**src/rtl/cpep_pkg.sv**
```systemverilog
// types, codes and helper functions for the constant pool entry parser
// no dependencies; used by cpep_step and the top level
`timescale 1ns / 1ps

package cpep_pkg;

  localparam int unsigned ByteW  = 8;
  localparam int unsigned KindW  = 4;
  localparam int unsigned RoleW  = 3;
  localparam int unsigned ValueW = 32;
  localparam int unsigned AccW   = 24;
  localparam int unsigned LeftW  = 3;
  localparam int unsigned TextW  = 16;

  typedef enum logic [2:0] {
    PH_TAG   = 3'd0,
    PH_FIELD = 3'd1,
    PH_LEN   = 3'd2,
    PH_TEXT  = 3'd3,
    PH_HALT  = 3'd4
  } phase_e;

  localparam logic [KindW-1:0] KIND_UTF8    = 4'd0;
  localparam logic [KindW-1:0] KIND_INTEGER = 4'd1;
  localparam logic [KindW-1:0] KIND_FLOAT   = 4'd2;
  localparam logic [KindW-1:0] KIND_LONG    = 4'd3;
  localparam logic [KindW-1:0] KIND_DOUBLE  = 4'd4;
  localparam logic [KindW-1:0] KIND_CLASS   = 4'd5;
  localparam logic [KindW-1:0] KIND_STRING  = 4'd6;
  localparam logic [KindW-1:0] KIND_FIELD   = 4'd7;
  localparam logic [KindW-1:0] KIND_METHOD  = 4'd8;
  localparam logic [KindW-1:0] KIND_IMETHOD = 4'd9;
  localparam logic [KindW-1:0] KIND_NAMETYP = 4'd10;
  localparam logic [KindW-1:0] KIND_BAD     = 4'd15;

  localparam logic [ByteW-1:0] TAG_UTF8    = 8'd1;
  localparam logic [ByteW-1:0] TAG_INTEGER = 8'd3;
  localparam logic [ByteW-1:0] TAG_FLOAT   = 8'd4;
  localparam logic [ByteW-1:0] TAG_LONG    = 8'd5;
  localparam logic [ByteW-1:0] TAG_DOUBLE  = 8'd6;
  localparam logic [ByteW-1:0] TAG_CLASS   = 8'd7;
  localparam logic [ByteW-1:0] TAG_STRING  = 8'd8;
  localparam logic [ByteW-1:0] TAG_FIELD   = 8'd9;
  localparam logic [ByteW-1:0] TAG_METHOD  = 8'd10;
  localparam logic [ByteW-1:0] TAG_IMETHOD = 8'd11;
  localparam logic [ByteW-1:0] TAG_NAMETYP = 8'd12;

  localparam logic [RoleW-1:0] ROLE_FIRST  = 3'd0;
  localparam logic [RoleW-1:0] ROLE_SECOND = 3'd1;
  localparam logic [RoleW-1:0] ROLE_LENGTH = 3'd2;
  localparam logic [RoleW-1:0] ROLE_TEXT   = 3'd3;
  localparam logic [RoleW-1:0] ROLE_ERROR  = 3'd4;

  typedef struct packed {
    phase_e             phase;
    logic [KindW-1:0]   kind;
    logic [LeftW-1:0]   bytes_left;
    logic               second_pending;
    logic [AccW-1:0]    acc;
    logic [TextW-1:0]   text_left;
  } state_t;

  typedef struct packed {
    logic               last;
    logic [ValueW-1:0]  value;
    logic [RoleW-1:0]   role;
    logic [KindW-1:0]   kind;
  } result_t;

  function automatic logic [KindW-1:0] tag_to_kind(input logic [ByteW-1:0] tag);
    logic [KindW-1:0] k;
    case (tag)
      TAG_UTF8:    k = KIND_UTF8;
      TAG_INTEGER: k = KIND_INTEGER;
      TAG_FLOAT:   k = KIND_FLOAT;
      TAG_LONG:    k = KIND_LONG;
      TAG_DOUBLE:  k = KIND_DOUBLE;
      TAG_CLASS:   k = KIND_CLASS;
      TAG_STRING:  k = KIND_STRING;
      TAG_FIELD:   k = KIND_FIELD;
      TAG_METHOD:  k = KIND_METHOD;
      TAG_IMETHOD: k = KIND_IMETHOD;
      TAG_NAMETYP: k = KIND_NAMETYP;
      default:     k = KIND_BAD;
    endcase
    return k;
  endfunction

  function automatic logic [LeftW-1:0] field_size(input logic [KindW-1:0] kind);
    logic [LeftW-1:0] n;
    n = (kind >= KIND_INTEGER && kind <= KIND_DOUBLE) ? 3'd4 : 3'd2;
    return n;
  endfunction

  function automatic logic two_fields(input logic [KindW-1:0] kind);
    logic t;
    t = (kind == KIND_LONG) || (kind == KIND_DOUBLE) || (kind >= KIND_FIELD);
    return t;
  endfunction

endpackage

```
**src/rtl/cpep_step.sv**
```systemverilog
// next-state and result logic of the parser for one input byte
// depends on cpep_pkg
`timescale 1ns / 1ps

module cpep_step (
  input  cpep_pkg::state_t                 state_i,
  input  logic [cpep_pkg::ByteW-1:0]       byte_i,
  output cpep_pkg::state_t                 state_o,
  output logic                             res_valid_o,
  output cpep_pkg::result_t                res_o
);

  logic [cpep_pkg::KindW-1:0]  tag_kind;
  logic [cpep_pkg::ValueW-1:0] acc_full;
  logic [cpep_pkg::ValueW-1:0] len_full;
  logic [cpep_pkg::LeftW-1:0]  left_dec;
  logic [cpep_pkg::TextW-1:0]  text_dec;

  assign tag_kind = cpep_pkg::tag_to_kind(byte_i);
  assign acc_full = {state_i.acc, byte_i};
  assign len_full = {16'd0, state_i.acc[7:0], byte_i};
  assign left_dec = state_i.bytes_left - 3'd1;
  assign text_dec = state_i.text_left - 16'd1;

  always_comb begin
    state_o     = state_i;
    res_valid_o = 1'b0;
    res_o       = '0;
    case (state_i.phase)
      cpep_pkg::PH_TAG: begin
        if (tag_kind == cpep_pkg::KIND_BAD) begin
          state_o.phase = cpep_pkg::PH_HALT;
          res_valid_o   = 1'b1;
          res_o.kind    = cpep_pkg::KIND_UTF8;
          res_o.role    = cpep_pkg::ROLE_ERROR;
          res_o.value   = {24'd0, byte_i};
          res_o.last    = 1'b1;
        end else begin
          state_o.kind = tag_kind;
          state_o.acc  = '0;
          if (tag_kind == cpep_pkg::KIND_UTF8) begin
            state_o.phase          = cpep_pkg::PH_LEN;
            state_o.bytes_left     = 3'd2;
            state_o.second_pending = 1'b0;
          end else begin
            state_o.phase          = cpep_pkg::PH_FIELD;
            state_o.bytes_left     = cpep_pkg::field_size(tag_kind);
            state_o.second_pending = cpep_pkg::two_fields(tag_kind);
          end
        end
      end
      cpep_pkg::PH_FIELD: begin
        if (left_dec != 3'd0) begin
          state_o.acc        = acc_full[cpep_pkg::AccW-1:0];
          state_o.bytes_left = left_dec;
        end else begin
          res_valid_o = 1'b1;
          res_o.kind  = state_i.kind;
          res_o.value = acc_full;
          state_o.acc = '0;
          if (state_i.second_pending) begin
            res_o.role             = cpep_pkg::ROLE_FIRST;
            res_o.last             = 1'b0;
            state_o.second_pending = 1'b0;
            state_o.bytes_left     = cpep_pkg::field_size(state_i.kind);
          end else begin
            res_o.role         = cpep_pkg::two_fields(state_i.kind) ? cpep_pkg::ROLE_SECOND
                                                                    : cpep_pkg::ROLE_FIRST;
            res_o.last         = 1'b1;
            state_o.bytes_left = left_dec;
            state_o.phase      = cpep_pkg::PH_TAG;
          end
        end
      end
      cpep_pkg::PH_LEN: begin
        state_o.bytes_left = left_dec;
        if (left_dec != 3'd0) begin
          state_o.acc = len_full[cpep_pkg::AccW-1:0];
        end else begin
          state_o.text_left = len_full[cpep_pkg::TextW-1:0];
          state_o.acc       = '0;
          res_valid_o       = 1'b1;
          res_o.kind        = cpep_pkg::KIND_UTF8;
          res_o.role        = cpep_pkg::ROLE_LENGTH;
          res_o.value       = len_full;
          res_o.last        = (len_full[cpep_pkg::TextW-1:0] == 16'd0);
          state_o.phase     = (len_full[cpep_pkg::TextW-1:0] == 16'd0) ? cpep_pkg::PH_TAG
                                                                       : cpep_pkg::PH_TEXT;
        end
      end
      cpep_pkg::PH_TEXT: begin
        state_o.text_left = text_dec;
        res_valid_o       = 1'b1;
        res_o.kind        = cpep_pkg::KIND_UTF8;
        res_o.role        = cpep_pkg::ROLE_TEXT;
        res_o.value       = {24'd0, byte_i};
        res_o.last        = (text_dec == 16'd0);
        if (text_dec == 16'd0) begin
          state_o.phase = cpep_pkg::PH_TAG;
        end
      end
      default: begin
        state_o.phase = cpep_pkg::PH_HALT;
      end
    endcase
  end

endmodule

```
**src/rtl/class_constant_pool_entry_parser_unit.sv**
```systemverilog
// top level of the constant pool entry parser: input register, parser state, result register
// depends on cpep_pkg and cpep_step
//
// channel   direction  tdata bits (low first)   tuser bits (low first)            tlast
// s_axis    in         in_byte[7:0]             -                                 -
// m_axis    out        field_value[31:0]        entry_kind[3:0] field_role[6:4]   entry_last
//
// one input byte per cycle sustained while m_axis_tready stays high
// a byte passes from the input register through the parser step into the result register
// reset puts the parser in tag phase with empty input and result registers
// a stalled result holds the pipe; one byte can wait in the input register meanwhile
// after an invalid tag the error item is sent and all later items are dropped until reset
`timescale 1ns / 1ps

module class_constant_pool_entry_parser_unit (
  input  logic        clk_i,
  input  logic        rst_ni,
  input  logic        s_axis_tvalid,
  output logic        s_axis_tready,
  input  logic [7:0]  s_axis_tdata,   // in_byte[7:0]
  output logic        m_axis_tvalid,
  input  logic        m_axis_tready,
  output logic [31:0] m_axis_tdata,   // field_value[31:0]
  output logic [6:0]  m_axis_tuser,   // entry_kind[3:0], field_role[6:4]
  output logic        m_axis_tlast    // entry_last
);

  logic                         in_valid_q;
  logic [cpep_pkg::ByteW-1:0]   in_byte_q;
  cpep_pkg::state_t             state_q;
  cpep_pkg::state_t             state_d;
  logic                         res_valid;
  cpep_pkg::result_t            res_d;
  cpep_pkg::result_t            res_q;
  logic                         out_valid_q;
  logic                         advance;

  assign advance       = !out_valid_q || m_axis_tready;
  assign s_axis_tready = !in_valid_q || advance;

  cpep_step u_step (
    .state_i     (state_q),
    .byte_i      (in_byte_q),
    .state_o     (state_d),
    .res_valid_o (res_valid),
    .res_o       (res_d)
  );

  always_ff @(posedge clk_i or negedge rst_ni) begin
    if (!rst_ni) begin
      in_valid_q  <= 1'b0;
      out_valid_q <= 1'b0;
      state_q     <= '{phase: cpep_pkg::PH_TAG, default: '0};
    end else begin
      if (s_axis_tready) begin
        in_valid_q <= s_axis_tvalid;
      end
      if (advance) begin
        out_valid_q <= in_valid_q && res_valid;
        if (in_valid_q) begin
          state_q <= state_d;
        end
      end
    end
  end

  always_ff @(posedge clk_i) begin
    if (s_axis_tready && s_axis_tvalid) begin
      in_byte_q <= s_axis_tdata;
    end
    if (advance && in_valid_q) begin
      res_q <= res_d;
    end
  end

  assign m_axis_tvalid = out_valid_q;
  assign m_axis_tdata  = res_q.value;
  assign m_axis_tuser  = {res_q.role, res_q.kind};
  assign m_axis_tlast  = res_q.last;

endmodule
```
**config.mk**
```make
export PLATFORM = sky130hd
export DESIGN_NAME = class_constant_pool_entry_parser_unit
export DESIGN_NICKNAME = d
export VERILOG_FILES = /design/src/rtl/cpep_pkg.sv /design/src/rtl/cpep_step.sv /design/src/rtl/class_constant_pool_entry_parser_unit.sv
export SDC_FILE = /design/constraint.sdc
export NUM_CORES = 1
export LEC_CHECK = 0
export CORE_ASPECT_RATIO = 0.7
export CORE_UTILIZATION = 50
export CTS_CLUSTER_SIZE = 24
export DETAILED_ROUTE_END_ITERATION = 10
export DONT_BUFFER_PORTS = 1
export SYNTH_ARGS = -nofsm -noshare
export SYNTH_HDL_FRONTEND = slang
export SYNTH_HIERARCHICAL = 1
export SYNTH_SLANG_ARGS = --single-unit
export TNS_END_PERCENT = 30
```
**constraint.sdc**
```tcl
create_clock -name clk_i -period 6.8 [get_ports clk_i]
set_input_delay 1.36 -clock clk_i [delete_from_list [all_inputs] [get_ports clk_i]]
set_output_delay 1.36 -clock clk_i [all_outputs]
set_load 0.01 [all_outputs]
```
==> out/metrics.yaml <==
timing:
  setup_viol: 0
  fmax_mhz: 298.9
  rsz0062_at_grt: "no"
  worstMarginPinSlew_ps: 1219
  setup-tns-final_ps: 0
  post-route-period-util: 0.4920
  hold_violations: 0
  slew_headroom: 0.1842
  fin_skew_ps: 6.161
  fin_crit_ps: 3346
  drv_slew: 0
worst_setup_path:
  r2r-start: "state_q[41]"
  cp-start-kind: "input port"
  critPathLaunch: "m_axis_tready"
  cp_num_buf_inv: 2
  worstPathRequired_ps: 6830
  crit_chain: "nand2b_4 > nand2_4 > inv_1 > buf_4"
  worstSetupPathType: "in2reg"
  critical_path.top_delay_family: "buffers and inverters"
  r2r-end: "m_axis_tdata[7]"
  crit_slowest_cell: "inv_1"
  worstPathArrival_ps: 3370
  reg2reg_slack_ps: 3710
  critPathCaptureType: "flop"
  reg2regPathDepth: 7
  cp_slowest_stage_delay_ps: 910
  crit_fanout: 52
grt:
  grt_max_degree: 54
  grt_usage: 0.2391
  overflow: 0
  grt_pass1_vias: 3919
  antenna_found_initial: 0
  grt_pass1_wl_mm: 21.52
worst_hold_path:
  worstHoldStart: "state_q[34]"
  hold_path_class: "reg2reg"
  hold_path_depth: 1
  min_to: "state_q[34]"
pwr:
  p_per_area_mw_per_mm2: 253.2
  p_total_mw: 1.531
  ir_worst_vdd_mv: 0.1617
  leakage_nw: 2.459
drt:
  drc_errors: 0
  antenna_left: 0
  wl_mm: 13.04
  routed_via_density: 6.285
  vias: 3997
  wl_per_cell_um: 20.51
  first_pass_iters: 5
  drt_iter0_drc: 318
floorplanning:
  boundaryPins: 54
  num_rows: 32
  die_y_um: 91.57
  coreArea_mm2: 0.01109
  dieArea_mm2: 0.01190
  die_w_um: 130.0
  start_util: 0.5167
logic_synthesis:
  avgSynthCellArea_um2: 11.48
  synth_flop_cell: "dfrtp_1"
  synth_seq_area_share: 0.4830
  syn_area_mm2: 0.005730
  yosys.cell_types.count: 64
  async_flop_share: 0.5248
  synthCells: 499
  ys_ff_latch: 101
  synth_edf_count: 48
  yosysWarningCount: 6
  synth.net_count: 515
final_layout:
  nFillCells: 987
  drive_above_1_share: 0.1718
  final_cell_mix: "53 x dfrtp_1, 49 x mux2_4, 48 x edfxtp_1"
  fin_util: 0.5452
  nets: 494
  regArea_mm2: 0.002768
  multi_input_area_mm2: 0.002691
  antenna_cells: 0
  syn2layout_area_growth_pct: 5.524
  fin_area_mm2: 0.006047
  final_common_cell: "dfrtp_1"
cts:
  clkSinkCount: 101
  h-tree-depth: 3
  clockBufferDepth: 2
  cts_tree: "yes"
  cts_buffers: 9
  cts_setup_buffers: 0
  cts_hold_repair.buffers: 0
  clkSlewWorstSetupHoldPaths_ps: 70
  clock_latency_ps: 350
  root_buffer: "clkbuf_16"
  ctsResizeCount: 0
run_status:
  status: "finished, final reports clean"
place:
  place.gp.congestion: 0.8242
  placed_area_mm2: 0.005756
  io_buffer_count: 0
  dp_hpwl_mm: 8.111
run:
  cap_violations: 0
state kept, by name (all words and copies together) (netlist names):
register and count:
state_q 51, m_axis_tvalid 1, m_axis_tlast 1, in_byte_q 8
m_axis_tuser 7, m_axis_tdata 32, in_valid_q 1
cells by family after synthesis:
group / share of synthesized area
mux: 0.1445
flops: 0.4830
xor+xnor: 0.009170
simple gates: 0.1417
fa+ha+maj: 0.01048
buf+inv: 0.04978
compound gates: 0.1614
worst max-delay path by stage:
| stage | endpoint | slack [ps] | depth (start not counted) |
|---|---|---|---|
| finish | m_axis_tdata[6] | 3450 | 4 |
| global route | m_axis_tdata[7] | 3280 | 4 |
| detailed placement | m_axis_tdata[10] | 3040 | 4 |
| CTS | m_axis_tdata[11] | 3410 | 4 |
| floorplan | s_axis_tready | 3870 | 1 |
| global placement | m_axis_tdata[10] | 3120 | 4 |
power by group:
| group | internal (mW) | switching (mW) | total, mW |
|---|---|---|---|
| logic | 0.112 | 0.112 | 0.224 |
| clock network | 0.287 | 0.228 | 0.514 |
| registers | 0.709 | 0.0835 | 0.793 |
synth_stat cells (all sizes together) (5+ instances only):
cell,instances,area share
and2,30,0.033
o21ai,18,0.016
edfxtp,48,0.25
a32oi,5,0.0076
clkbuf,27,0.019
nor3,9,0.0079
dfrtp,53,0.23
mux2i,7,0.012
a22o,26,0.040
a21oi,23,0.020
nor2b,10,0.011
nand3,7,0.0061
nor2,27,0.018
o22ai,11,0.012
nand2,30,0.021
buf,12,0.021
a22oi,5,0.0066
mux2,51,0.13
o22a,8,0.012
nor4,12,0.013
inv,14,0.0092
through the flow:
step                      cells  worst slack (ps)  hold slack [ps]
final                       636              3454            536.0
after global routing        636              3284            558.6
after CTS                   636              3405            539.6
after detailed placement    620              3045            519.6
after global placement      620              3116            518.1
after floorplan             499              3871            477.4
area by class of cell:
cell class                      count  area share
Sequential cell                   101      0.4577
Clock inverter                      5    0.009725
Timing Repair Buffer                7    0.008690
Tap cell                          153     0.03166
Multi-Input combinational cell    345      0.4451
Inverter                           14    0.008690
Clock buffer                       11     0.03849
per-layer routing:
layer,share of wire,vias to the layer above,track usage
li1,-,1833,-
met2,0.45,146,0.3659
met3,0.059,14,0.05303
met5,0,-,0
met4,0.010,0,0.06492
met1,0.48,2004,0.3393
No activity file was read; power rests on OpenSTA's default activity.
